--- src/rtl/core/md5_pkg.sv ---
// MD5 engine package: item structs, chaining-word struct, round tables
// and small helper functions. No dependencies.
package md5_pkg;

    typedef struct packed {
        logic [7:0] data_byte;
        logic       byte_valid;
        logic       end_of_message;
    } t_in_item;

    typedef struct packed {
        logic [63:0] digest_first;
        logic [63:0] digest_second;
    } t_out_item;

    typedef struct packed {
        logic [31:0] a;
        logic [31:0] b;
        logic [31:0] c;
        logic [31:0] d;
    } t_words;

    localparam int WORD_DEPTH = 16;
    localparam int WORD_AW    = 4;

    localparam t_words IV = '{
        a: 32'h67452301,
        b: 32'hefcdab89,
        c: 32'h98badcfe,
        d: 32'h10325476
    };

    localparam logic [7:0] PAD_MARK = 8'h80;

    localparam logic [31:0] ROUND_K [64] = '{
        32'hd76aa478, 32'he8c7b756, 32'h242070db, 32'hc1bdceee,
        32'hf57c0faf, 32'h4787c62a, 32'ha8304613, 32'hfd469501,
        32'h698098d8, 32'h8b44f7af, 32'hffff5bb1, 32'h895cd7be,
        32'h6b901122, 32'hfd987193, 32'ha679438e, 32'h49b40821,
        32'hf61e2562, 32'hc040b340, 32'h265e5a51, 32'he9b6c7aa,
        32'hd62f105d, 32'h02441453, 32'hd8a1e681, 32'he7d3fbc8,
        32'h21e1cde6, 32'hc33707d6, 32'hf4d50d87, 32'h455a14ed,
        32'ha9e3e905, 32'hfcefa3f8, 32'h676f02d9, 32'h8d2a4c8a,
        32'hfffa3942, 32'h8771f681, 32'h6d9d6122, 32'hfde5380c,
        32'ha4beea44, 32'h4bdecfa9, 32'hf6bb4b60, 32'hbebfbc70,
        32'h289b7ec6, 32'heaa127fa, 32'hd4ef3085, 32'h04881d05,
        32'hd9d4d039, 32'he6db99e5, 32'h1fa27cf8, 32'hc4ac5665,
        32'hf4292244, 32'h432aff97, 32'hab9423a7, 32'hfc93a039,
        32'h655b59c3, 32'h8f0ccc92, 32'hffeff47d, 32'h85845dd1,
        32'h6fa87e4f, 32'hfe2ce6e0, 32'ha3014314, 32'h4e0811a1,
        32'hf7537e82, 32'hbd3af235, 32'h2ad7d2bb, 32'heb86d391
    };

    localparam logic [4:0] ROT_AMT [16] = '{
        5'd7, 5'd12, 5'd17, 5'd22, 5'd5, 5'd9, 5'd14, 5'd20,
        5'd4, 5'd11, 5'd16, 5'd23, 5'd6, 5'd10, 5'd15, 5'd21
    };

    // message word used by a round; only r mod 16 matters inside a group
    function automatic logic [3:0] msg_idx(input logic [5:0] rnd);
        logic [3:0] r;
        logic [3:0] idx;
        r = rnd[3:0];
        case (rnd[5:4])
            2'd0:    idx = r;
            2'd1:    idx = 4'((r << 2) + r + 4'd1);
            2'd2:    idx = 4'((r << 1) + r + 4'd5);
            default: idx = 4'((r << 3) - r);
        endcase
        return idx;
    endfunction

    function automatic logic [31:0] bswap(input logic [31:0] x);
        return {x[7:0], x[15:8], x[23:16], x[31:24]};
    endfunction

endpackage

--- src/rtl/core/md5_ram.sv ---
// Generic single-write, single-read RAM with registered read data.
// No dependencies.
module md5_ram #(
    parameter int WIDTH = 32,
    parameter int DEPTH = 16
) (
    input  logic                     i_clk,
    input  logic                     i_we,
    input  logic [$clog2(DEPTH)-1:0] i_waddr,
    input  logic [WIDTH-1:0]         i_wdata,
    input  logic [$clog2(DEPTH)-1:0] i_raddr,
    output logic [WIDTH-1:0]         o_rdata
);

    logic [WIDTH-1:0] r_mem [DEPTH];
    logic [WIDTH-1:0] r_rdata;

    always_ff @(posedge i_clk) begin
        if (i_we) begin
            r_mem[i_waddr] <= i_wdata;
        end
        r_rdata <= r_mem[i_raddr];
    end

    assign o_rdata = r_rdata;

endmodule

--- src/rtl/core/md5_round.sv ---
// MD5 round unit: holds the working words a..d and applies one round per step.
// Depends on md5_pkg (t_words, ROUND_K, ROT_AMT).
module md5_round (
    input  logic               i_clk,
    input  logic               i_load,
    input  logic               i_step,
    input  logic [5:0]         i_rnd,
    input  logic [31:0]        i_w,
    input  md5_pkg::t_words    i_init,
    output md5_pkg::t_words    o_words
);

    md5_pkg::t_words r_words;
    md5_pkg::t_words n_words;

    logic [31:0] fn;
    logic [31:0] sum;
    logic [63:0] dbl;
    logic [4:0]  amt;

    always_comb begin
        case (i_rnd[5:4])
            2'd0:    fn = (r_words.b & r_words.c) | (~r_words.b & r_words.d);
            2'd1:    fn = (r_words.b & r_words.d) | (r_words.c & ~r_words.d);
            2'd2:    fn = r_words.b ^ r_words.c ^ r_words.d;
            default: fn = r_words.c ^ (r_words.b | ~r_words.d);
        endcase
        sum = r_words.a + fn + i_w + md5_pkg::ROUND_K[i_rnd];
        amt = md5_pkg::ROT_AMT[{i_rnd[5:4], i_rnd[1:0]}];
        // rotate left: upper half of the doubled word shifted left
        dbl = {sum, sum} << amt;

        n_words = r_words;
        if (i_load) begin
            n_words = i_init;
        end else if (i_step) begin
            n_words.a = r_words.d;
            n_words.d = r_words.c;
            n_words.c = r_words.b;
            n_words.b = r_words.b + dbl[63:32];
        end
    end

    always_ff @(posedge i_clk) begin
        r_words <= n_words;
    end

    assign o_words = r_words;

endmodule

--- src/rtl/core/md5_hash_engine.sv ---
// MD5 engine top level: byte collector, padding sequencer, round control, digest output.
// A byte is taken while idle; every 64th byte starts a compression (load, 64 rounds in the
// shared round unit, fold), and no new byte is taken until that block is through.
// Final item: padding (up to 16 word writes, then a step to load) and one
// compression, twice when the last block has 56 or more bytes; then the digest is registered.
// Reset (synchronous, active low) restores the initial value words and a zero byte count.
module md5_hash_engine (
    input  logic               i_clk,
    input  logic               i_rst_n,
    input  logic               i_valid,
    output logic               o_ready,
    input  md5_pkg::t_in_item  i_item,
    output logic               o_valid,
    input  logic               i_ready,
    output md5_pkg::t_out_item o_result
);

    localparam logic [2:0] S_IDLE = 3'd0;
    localparam logic [2:0] S_LOAD = 3'd1;
    localparam logic [2:0] S_COMP = 3'd2;
    localparam logic [2:0] S_FOLD = 3'd3;
    localparam logic [2:0] S_PAD  = 3'd4;
    localparam logic [2:0] S_DONE = 3'd5;

    logic [2:0]          r_state,     n_state;
    logic [63:0]         r_cnt,       n_cnt;
    logic [31:0]         r_word,      n_word;
    md5_pkg::t_words     r_chain,     n_chain;
    logic [5:0]          r_rnd,       n_rnd;
    logic [4:0]          r_wp,        n_wp;
    logic                r_pad_first, n_pad_first;
    logic                r_len_blk,   n_len_blk;
    logic                r_pad_busy,  n_pad_busy;
    logic                r_eom,       n_eom;
    logic                r_o_valid,   n_o_valid;
    md5_pkg::t_out_item  r_res,       n_res;

    logic                           ram_we;
    logic [md5_pkg::WORD_AW-1:0]    ram_waddr;
    logic [31:0]                    ram_wdata;
    logic [md5_pkg::WORD_AW-1:0]    ram_raddr;
    logic [31:0]                    ram_rdata;

    md5_pkg::t_words     words;
    logic                in_fire;
    logic [63:0]         cnt_inc;
    logic [63:0]         bits;
    logic [31:0]         pad_word;
    logic [1:0]          lane;
    logic [5:0]          rnd_next;

    md5_ram #(
        .WIDTH (32),
        .DEPTH (md5_pkg::WORD_DEPTH)
    ) u_buf (
        .i_clk   (i_clk),
        .i_we    (ram_we),
        .i_waddr (ram_waddr),
        .i_wdata (ram_wdata),
        .i_raddr (ram_raddr),
        .o_rdata (ram_rdata)
    );

    md5_round u_round (
        .i_clk   (i_clk),
        .i_load  (r_state == S_LOAD),
        .i_step  (r_state == S_COMP),
        .i_rnd   (r_rnd),
        .i_w     (ram_rdata),
        .i_init  (r_chain),
        .o_words (words)
    );

    assign o_ready  = (r_state == S_IDLE);
    assign in_fire  = i_valid && o_ready;
    assign cnt_inc  = r_cnt + 64'd1;
    assign bits     = {r_cnt[60:0], 3'b000};
    assign lane     = r_cnt[1:0];
    assign rnd_next = r_rnd + 6'd1;

    // last partial word: bytes so far, then the pad mark, then zeros
    always_comb begin
        pad_word = '0;
        for (int j = 0; j < 4; j++) begin
            if (2'(j) < lane) begin
                pad_word[8*j +: 8] = r_word[8*j +: 8];
            end else if (2'(j) == lane) begin
                pad_word[8*j +: 8] = md5_pkg::PAD_MARK;
            end
        end
    end

    always_comb begin
        n_state     = r_state;
        n_cnt       = r_cnt;
        n_word      = r_word;
        n_chain     = r_chain;
        n_rnd       = r_rnd;
        n_wp        = r_wp;
        n_pad_first = r_pad_first;
        n_len_blk   = r_len_blk;
        n_pad_busy  = r_pad_busy;
        n_eom       = r_eom;
        n_res       = r_res;
        n_o_valid   = r_o_valid && !i_ready;
        ram_we      = 1'b0;
        ram_waddr   = r_cnt[5:2];
        ram_wdata   = '0;
        ram_raddr   = md5_pkg::msg_idx(6'd0);

        case (r_state)
            S_IDLE: begin
                if (in_fire) begin
                    if (i_item.byte_valid) begin
                        for (int j = 0; j < 4; j++) begin
                            if (2'(j) == lane) begin
                                n_word[8*j +: 8] = i_item.data_byte;
                            end
                        end
                        if (lane == 2'd3) begin
                            ram_we    = 1'b1;
                            ram_wdata = {i_item.data_byte, r_word[23:0]};
                        end
                        n_cnt = cnt_inc;
                    end
                    if (i_item.byte_valid && r_cnt[5:0] == 6'h3f) begin
                        n_state    = S_LOAD;
                        n_eom      = i_item.end_of_message;
                        n_pad_busy = 1'b0;
                    end else if (i_item.end_of_message) begin
                        n_state     = S_PAD;
                        n_pad_first = 1'b1;
                        n_pad_busy  = 1'b1;
                        n_len_blk   = i_item.byte_valid ? (cnt_inc[5:3] != 3'h7)
                                                        : (r_cnt[5:3] != 3'h7);
                    end
                end
            end
            S_LOAD: begin
                ram_raddr = md5_pkg::msg_idx(6'd0);
                n_rnd     = '0;
                n_state   = S_COMP;
            end
            S_COMP: begin
                // fetch the word for the following round ahead of time, since the buffer read is registered
                ram_raddr = md5_pkg::msg_idx(rnd_next);
                n_rnd     = rnd_next;
                if (r_rnd == 6'd63) begin
                    n_state = S_FOLD;
                end
            end
            S_FOLD: begin
                n_chain.a = r_chain.a + words.a;
                n_chain.b = r_chain.b + words.b;
                n_chain.c = r_chain.c + words.c;
                n_chain.d = r_chain.d + words.d;
                if (!r_pad_busy) begin
                    if (r_eom) begin
                        n_state     = S_PAD;
                        n_pad_first = 1'b1;
                        n_pad_busy  = 1'b1;
                        n_len_blk   = (r_cnt[5:3] != 3'h7);
                    end else begin
                        n_state = S_IDLE;
                    end
                end else if (!r_len_blk) begin
                    // second padding block: zeros then the length
                    n_state     = S_PAD;
                    n_pad_first = 1'b0;
                    n_len_blk   = 1'b1;
                    n_wp        = '0;
                end else begin
                    n_state = S_DONE;
                end
            end
            S_PAD: begin
                if (r_pad_first) begin
                    ram_we      = 1'b1;
                    ram_waddr   = r_cnt[5:2];
                    ram_wdata   = pad_word;
                    n_wp        = {1'b0, r_cnt[5:2]} + 5'd1;
                    n_pad_first = 1'b0;
                end else if (r_wp[4]) begin
                    n_state = S_LOAD;
                end else begin
                    ram_we    = 1'b1;
                    ram_waddr = r_wp[3:0];
                    if (r_len_blk && r_wp[3:0] == 4'd14) begin
                        ram_wdata = bits[31:0];
                    end else if (r_len_blk && r_wp[3:0] == 4'd15) begin
                        ram_wdata = bits[63:32];
                    end
                    n_wp = r_wp + 5'd1;
                end
            end
            S_DONE: begin
                if (!r_o_valid || i_ready) begin
                    n_res.digest_first  = {md5_pkg::bswap(r_chain.a),
                                           md5_pkg::bswap(r_chain.b)};
                    n_res.digest_second = {md5_pkg::bswap(r_chain.c),
                                           md5_pkg::bswap(r_chain.d)};
                    n_o_valid  = 1'b1;
                    n_chain    = md5_pkg::IV;
                    n_cnt      = '0;
                    n_pad_busy = 1'b0;
                    n_eom      = 1'b0;
                    n_state    = S_IDLE;
                end
            end
            default: begin
                n_state = S_IDLE;
            end
        endcase
    end

    always_ff @(posedge i_clk) begin
        if (!i_rst_n) begin
            r_state     <= S_IDLE;
            r_cnt       <= '0;
            r_chain     <= md5_pkg::IV;
            r_rnd       <= '0;
            r_wp        <= '0;
            r_pad_first <= 1'b0;
            r_len_blk   <= 1'b0;
            r_pad_busy  <= 1'b0;
            r_eom       <= 1'b0;
            r_o_valid   <= 1'b0;
        end else begin
            r_state     <= n_state;
            r_cnt       <= n_cnt;
            r_chain     <= n_chain;
            r_rnd       <= n_rnd;
            r_wp        <= n_wp;
            r_pad_first <= n_pad_first;
            r_len_blk   <= n_len_blk;
            r_pad_busy  <= n_pad_busy;
            r_eom       <= n_eom;
            r_o_valid   <= n_o_valid;
        end
        r_word <= n_word;
        r_res  <= n_res;
    end

    assign o_valid  = r_o_valid;
    assign o_result = r_res;

    // round counter only runs during compression
    a_rnd_idle: assert property (@(posedge i_clk) disable iff (!i_rst_n)
        (r_state != S_COMP) |-> (r_rnd == 6'd0))
        else $error("round counter nonzero outside compression");

    // block buffer is never written while rounds read it
    a_no_wr_comp: assert property (@(posedge i_clk) disable iff (!i_rst_n)
        ram_we |-> (r_state == S_IDLE || r_state == S_PAD))
        else $error("buffer write during compression");

    a_wp_range: assert property (@(posedge i_clk) disable iff (!i_rst_n)
        r_wp <= 5'd16)
        else $error("pad write pointer out of range");

    // digest hand-off restarts the message
    a_done_restart: assert property (@(posedge i_clk) disable iff (!i_rst_n)
        (r_state == S_DONE && (!r_o_valid || i_ready))
        |=> (r_cnt == 64'd0 && r_o_valid && r_chain == md5_pkg::IV))
        else $error("digest hand-off did not restart the message");

endmodule
--- config.mk ---
export PLATFORM = sky130hd
export DESIGN_NAME = md5_hash_engine
export DESIGN_NICKNAME = d
export VERILOG_FILES = /design/src/rtl/core/md5_pkg.sv /design/src/rtl/core/md5_ram.sv /design/src/rtl/core/md5_round.sv /design/src/rtl/core/md5_hash_engine.sv
export SDC_FILE = /design/constraint.sdc
export NUM_CORES = 2
export LEC_CHECK = 0
export BUFFER_PORTS_ARGS = -buffer_cell sky130_fd_sc_hd__buf_4
export CAP_MARGIN = 25
export CORE_ASPECT_RATIO = 1.1
export CORE_UTILIZATION = 60
export CTS_CLUSTER_SIZE = 24
export DETAILED_ROUTE_END_ITERATION = 12
export PLACE_DENSITY = 0.77
export SLEW_MARGIN = 20
export SYNTH_ARGS = -nofsm -noshare
export SYNTH_HDL_FRONTEND = slang
export SYNTH_SLANG_ARGS = --single-unit
--- constraint.sdc ---
create_clock -name i_clk -period 17.9 [get_ports i_clk]
set_clock_uncertainty 0.15 [all_clocks]
set_input_delay 1.79 -clock i_clk [delete_from_list [all_inputs] [get_ports i_clk]]
set_output_delay 1.79 -clock i_clk [all_outputs]
set_load 0.02 [all_outputs]
After elaboration in Yosys (flattened, before gate mapping)

Memories as Yosys holds them, arrays and structs flattened. A register that Yosys moved wholly into a read port is not among the register bits.
Index checks and enable logic that the tools add are counted.

Flip-flop bits (word level): 499
Bits in writable memories: 512
Bits in read-only memories: 2128
Input bits: 14
Output and inout port bits: 130
Word-level logic and storage cells: 216
Memories: 3

Memory list:

| memory          | depth | width | read ports | clocked after memory_dff | write ports | line            | source |
|---|---|---|---|---|---|---|---|
| (no name shown) | 64    | 32    | 1          | 0                        | 0           | md5_round.sv:28 | `sum = r_words.a + fn + i_w + md5_pkg::ROUND_K[i_rnd];` |
| u_buf.r_mem     | 16    | 32    | 1          | 1                        | 1           | md5_ram.sv:15   | `logic [WIDTH-1:0] r_mem [DEPTH];` |
| (no name shown) | 16    | 5     | 1          | 0                        | 0           | md5_round.sv:29 | `amt = md5_pkg::ROT_AMT[{i_rnd[5:4], i_rnd[1:0]}];` |

Add/sub/neg operators: 17
Order comparisons: 6
Equality and inequality tests: 34
Shift operators: 1
Multiplexer cells: 84
Bitwise gates (word level): 14
Reduce and logical (&&, ||, !) cells: 33

Operators by type and width:

| cell                  | count |
|---|---|
| $mux 128              | 3 |
| $mux 32               | 9 |
| $add 32x32->32        | 8 |
| $pmux 128 s2          | 1 |
| $mux 64               | 3 |
| $and 32x32->32        | 4 |
| $pmux 64 s2           | 1 |
| $or 32x32->32         | 3 |
| $pmux 32 s3           | 1 |
| $xor 32x32->32        | 3 |
| $add 64x1->64 const B | 1 |
| $mux 8                | 8 |
| $not 32->32           | 2 |
| $pmux 32 s2           | 1 |
| $shl 64x5->64         | 1 |
| $reduce_and 4->1      | 8 |
| $mux 5                | 6 |
| $mux 1                | 29 |
| $mux 3                | 9 |
| $pmux 3 s6            | 1 |
| $mux 4                | 4 |
| $ne 3x3->1 const B    | 5 |
| $ne 2x2->1 const B    | 7 |
| $eq 6x6->1 const B    | 2 |
| other kinds (39)      | 69 |

Depth between registers and ports, before layout

Depth in word-level cells: 11
Mapped depth: 41

Modules after synthesis

A second synthesis with hierarchy kept.

Cells, all modules: 5124
Area, all modules: 57166.1 um^2

By module, submodules not included:

| module          | times used | cells each | area each (um^2) | sequential area each (um^2) |
|---|---|---|---|---|
| md5_ram         | 1          | 838        | 19854.0          | 16015.4 |
| md5_hash_engine | 1          | 2112       | 19834.0          | 8728.4 |
| md5_round       | 1          | 2174       | 17478.0          | 3843.7 |

Least setup slack after synthesis

No wires, ideal clock.

Path type: reg-to-reg
Start: register r_rnd[0]
End: register u_round.r_words, in the netlist u_round.o_words[95], data pin
Setup time: 135 ps
Arrival time: 8766 ps
Slack: 8849 ps
Stages on the path, launching flop included: 41
Buffers on the path: 3
Clock period less this slack: 9051 ps
Path through: dfxtp_1 > buf_2 > inv_2 > clkbuf_1 > ha_1 > clkbuf_1 > nand2_1 > nand2_1 > nand2_1 > a41o_1 > a221oi_1 > fa_1 > inv_1 > fa_1 > inv_1 > ha_1 > inv_1 > fa_1 > [5 not listed] > a2111oi_2 > nor4_4 > o221a_2 > a21oi_2 > mux2i_1 > mux2_2 > ha_1 > o21ai_0 > o21a_1 > o31a_1 > nor4b_1 > o31a_1 > o41ai_4 > a41oi_1 > mux2i_1 > nor2_1 > a311o_1 > nand3_1

RTL lines:

| element                | line                   | source |
|---|---|---|
| from (decl)            | md5_hash_engine.sv:29  | `logic [5:0] r_rnd, n_rnd;` |
| from (signal assigned) | md5_hash_engine.sv:232 | `r_rnd <= n_rnd;` |
| to (signal assigned)   | md5_round.sv:45        | `r_words <= n_words;` |
| to (decl)              | md5_round.sv:13        | `md5_pkg::t_words r_words;` |

==> summary.json <==
{
  "worstSkewPairLatency": {"value": 0.72, "unit": "ns"},
  "cp_data_arrival_time": {"value": 11.38, "unit": "ns"},
  "post-cts-setup-buffers": {"value": 0},
  "post_drt_wl_per_cell": {"value": 25.0, "unit": "um"},
  "place.gp.congestion": {"value": 1.05},
  "grt_use_total": {"value": 36.1, "unit": "%"},
  "drive_gt1_share": {"value": 8.70, "unit": "%"},
  "hold_class": {"value": "flop to flop"},
  "fp.dieW": {"value": 298, "unit": "um"},
  "die_h": {"value": 328, "unit": "um"},
  "seqCellArea": {"value": 28600, "unit": "um^2"},
  "post_cts_resize_count": {"value": 0},
  "clock_input_transition_at_the_sequential_cells_of_the_worst_setup_and_hold_paths": {"value": 0.06, "unit": "ns"},
  "fin_setup_tns": {"value": 0, "unit": "ns"},
  "multi_input_area": {"value": 27200, "unit": "um^2"},
  "worstMarginPinSlew": {"value": 1.04, "unit": "ns"},
  "dp_hpwl": {"value": 121, "unit": "mm"},
  "vias_in_the_first_global_route": {"value": 44100},
  "timing.slew.headroom": {"value": 30.5, "unit": "%"},
  "syn_inst": {"value": 5852},
  "mappedNetlistArea": {"value": 57900, "unit": "um^2"},
  "detailroute.via_count": {"value": 47000},
  "whs": {"value": 0.339, "unit": "ns"},
  "clock_tree_from_tritoncts": {"value": "done"},
  "avgSynthCellArea": {"value": 9.89, "unit": "um^2"},
  "cellLeakagePower": {"value": 23.6, "unit": "nW"},
  "layout_worst_path_cycle_share": {"value": 61.2, "unit": "%"},
  "layout.core_utilization": {"value": 66.5, "unit": "%"},
  "critPathKind": {"value": "flop to flop"},
  "drtIter0Drc": {"value": 5443},
  "dr.pass1.iters": {"value": 7},
  "floorplan.die_area": {"value": 97700, "unit": "um^2"},
  "tritoncts.num_buffers": {"value": 100},
  "yosysSeqAreaShare": {"value": 49.4, "unit": "%"},
  "final_common_cell": {"value": "sky130_fd_sc_hd__nand2_1"},
  "fillers": {"value": 7366},
  "required": {"value": 18.33, "unit": "ns"},
  "async_reset_ff_share": {"value": 0, "unit": "%"},
  "drtAntennaViolNets": {"value": 0},
  "grt-ovfl-total": {"value": 0},
  "final-hold-violation-count": {"value": 0},
  "ir_drop": {"value": 0.149, "unit": "mV"},
  "crit_path_max_fanout": {"value": 18},
  "initial_core_utilization": {"value": 60.5, "unit": "%"},
  "critical-path-max-stage-delay": {"value": 0.61, "unit": "ns"},
  "final.min_clock_period": {"value": 10.95, "unit": "ns"},
  "ys_seq_elements": {"value": 1032},
  "cts_sinks": {"value": 1032},
  "area_growth_syn_to_layout": {"value": 9.90, "unit": "%"},
  "outcome": {"value": "complete, no violations"},
  "drt_drc_violations_left": {"value": 0},
  "unrepaired_setup_endpoints_after_global_routing": {"value": "no"},
  "maximum_number_of_pins_on_one_net_before_global_route_repair": {"value": 99},
  "synthesis.yosys.warnings": {"value": 0},
  "fin_nets": {"value": 6148},
  "final_area": {"value": 63600, "unit": "um^2"},
  "postCtsHoldBufs": {"value": 0},
  "placement.io_buffers": {"value": 143},
  "mappedNetlistNets": {"value": 6151},
  "core": {"value": 95600, "unit": "um^2"},
  "setup.worst_path.start_class": {"value": "flop"},
  "number_of_failing_setup_endpoints_in_the_final_timing_report": {"value": 0},
  "std_cell_rows": {"value": 119},
  "synth_ff_type": {"value": "sky130_fd_sc_hd__edfxtp_1"},
  "clock_path_buffers": {"value": 3},
  "synth_enable_flop_cells": {"value": 792},
  "cts_root_buffer": {"value": "sky130_fd_sc_hd__clkbuf_16"},
  "timing.fmax": {"value": 0.0913, "unit": "GHz"},
  "detail_route.wirelength": {"value": 180, "unit": "mm"},
  "power_dens_cells": {"value": 147, "unit": "nW/um^2"},
  "first_pass_grt_wire_length": {"value": 267, "unit": "mm"},
  "final_max_slew_viol_count": {"value": 0},
  "n_antenna_cell": {"value": 0},
  "via_per_inst": {"value": 6.53},
  "post_synth_num_cell_types": {"value": 97},
  "critical_path_slowest_stage_cell": {"value": "sky130_fd_sc_hd__inv_1"},
  "place_area": {"value": 60100, "unit": "um^2"},
  "critical-path-top-cell-by-count": {"value": "sky130_fd_sc_hd__inv_1"},
  "crit_path_end_kind": {"value": "flop"},
  "maxCapViolCount": {"value": 0},
  "most_frequent_cells_in_the_layout": {"value": "sky130_fd_sc_hd__nand2_1 (876), sky130_fd_sc_hd__edfxtp_1 (792), sky130_fd_sc_hd__a21oi_1 (419), sky130_fd_sc_hd__nor2_1 (376), sky130_fd_sc_hd__o21ai_0 (270)"},
  "cts.htree.levels": {"value": 3},
  "antenna_found_initial": {"value": 4},
  "pin_count": {"value": 144},
  "report.power.total": {"value": 0.00934, "unit": "W"}
}
[critical path, delay by kind of cell (launching register included)]
| family | cells | cell delay, ns |
|---|---|---|
| adders and majority gates | 6 | 2.34 |
| buffers and inverters | 5 | 1.14 |
| and+or+nand+nor | 8 | 1.73 |
| muxes | 3 | 0.60 |
| AOI/OAI and AO/OA | 16 | 4.52 |
| DFF | 1 | 0.31 |
[Yosys cell counts, types with 16 or more instances]
library cell	count	area share, %
sky130_fd_sc_hd__nand2_1	879	5.7
sky130_fd_sc_hd__edfxtp_1	792	41
sky130_fd_sc_hd__a21oi_1	419	3.6
sky130_fd_sc_hd__nor2_1	395	2.6
sky130_fd_sc_hd__o21ai_0	277	2.4
sky130_fd_sc_hd__clkbuf_1	261	1.7
sky130_fd_sc_hd__inv_1	247	1.6
sky130_fd_sc_hd__dfxtp_1	240	8.3
sky130_fd_sc_hd__ha_1	217	4.7
sky130_fd_sc_hd__a211oi_1	211	2.7
sky130_fd_sc_hd__a31oi_1	158	1.7
sky130_fd_sc_hd__and2_1	153	1.7
sky130_fd_sc_hd__nand3_1	137	1.2
sky130_fd_sc_hd__xnor2_1	128	1.9
sky130_fd_sc_hd__xor2_1	119	1.8
sky130_fd_sc_hd__nor3_1	116	1.0
sky130_fd_sc_hd__a21o_1	99	1.3
sky130_fd_sc_hd__mux2i_1	82	1.4
sky130_fd_sc_hd__a311oi_1	81	1.2
sky130_fd_sc_hd__fa_1	68	2.4
sky130_fd_sc_hd__a22oi_1	64	0.83
sky130_fd_sc_hd__buf_2	48	0.42
sky130_fd_sc_hd__o22ai_1	41	0.44
sky130_fd_sc_hd__and3_1	38	0.41
sky130_fd_sc_hd__buf_1	37	0.24
sky130_fd_sc_hd__nand2b_1	37	0.40
sky130_fd_sc_hd__or3_1	37	0.40
sky130_fd_sc_hd__o21a_1	34	0.44
sky130_fd_sc_hd__o211ai_1	32	0.42
sky130_fd_sc_hd__nor2b_1	29	0.31
sky130_fd_sc_hd__o21bai_1	26	0.34
sky130_fd_sc_hd__nor3b_1	23	0.30
sky130_fd_sc_hd__o31ai_1	23	0.30
sky130_fd_sc_hd__nand4_1	19	0.21
sky130_fd_sc_hd__o21ai_1	17	0.15
sky130_fd_sc_hd__maj3_1	16	0.28
sky130_fd_sc_hd__o221a_2	16	0.31
sky130_fd_sc_hd__o311ai_0	16	0.24
[through the flow]
step / std cells / worst slack [ns]
3_5_place_dp: 7014 / 7.18
2_1_floorplan: 5852 / 8.85
5_1_grt: 7204 / 6.43
4_1_cts: 7201 / 7.18
6_report: 7204 / 6.95
3_3_place_gp: 7013 / 7.36
[flip-flops by register name (all words and copies together) (netlist names)]
signal	cells
u_buf.o_rdata	32
r_pad_first	1
o_valid	1
r_len_blk	1
u_buf.r_mem	512
u_round.o_words	128
r_chain	128
r_rnd	6
r_pad_busy	1
o_result	128
r_eom	1
r_state	3
r_wp	5
r_cnt	61
r_word	24
[power by group]
| group | leakage, nW | switching (W) | internal, W | total [W] |
|---|---|---|---|---|
| clock network | 1.65 | 0.000948 | 0.00125 | 0.00220 |
| registers | 9.27 | 0.000142 | 0.00277 | 0.00292 |
| logic | 12.7 | 0.00257 | 0.00165 | 0.00422 |
[layout make-up]
| class | count | share of cell area [%] |
|---|---|---|
| repair buffers | 242 | 2.90 |
| clock inverters | 63 | 1.18 |
| well taps | 1270 | 2.50 |
| multi-input cells | 4223 | 42.8 |
| flip-flops and latches | 1032 | 45.0 |
| clock buffers | 124 | 4.19 |
| inverters | 250 | 1.49 |
[logic make-up after synthesis]
family / after synthesis / synth area share (%)
multiplexers: 102 / 1.91
buffers and inverters: 597 / 3.99
flip-flops: 1032 / 49.4
AND/OR/NAND/NOR: 1922 / 14.9
adder cells (fa/ha/maj): 301 / 7.32
AO/OA/AOI/OAI: 1651 / 18.7
XOR/XNOR: 247 / 3.74
[final timing paths]
path	start	endpoint	slack, ns	depth (start not counted)
setup / recovery	r_rnd[1]	u_round.o_words[95]	6.95	38
hold / removal	r_chain[23]	o_result[15]	0.34	0
setup reg to reg	r_rnd[1]	u_round.o_words[95]	6.95	38
hold reg to reg	r_chain[23]	o_result[15]	0.34	0
[per-layer routing]
metal | part of all wire [%] | vias up | global-route usage [%]
met2 | 46 | 2425 | 58.0
met5 | 0.0072 | - | 0
met3 | 8.4 | 599 | 4.93
met4 | 7.9 | 2 | 25.6
met1 | 37 | 22600 | 45.1
li1 | - | 21400 | -
Note: power is estimated with default switching activity, not from simulation.
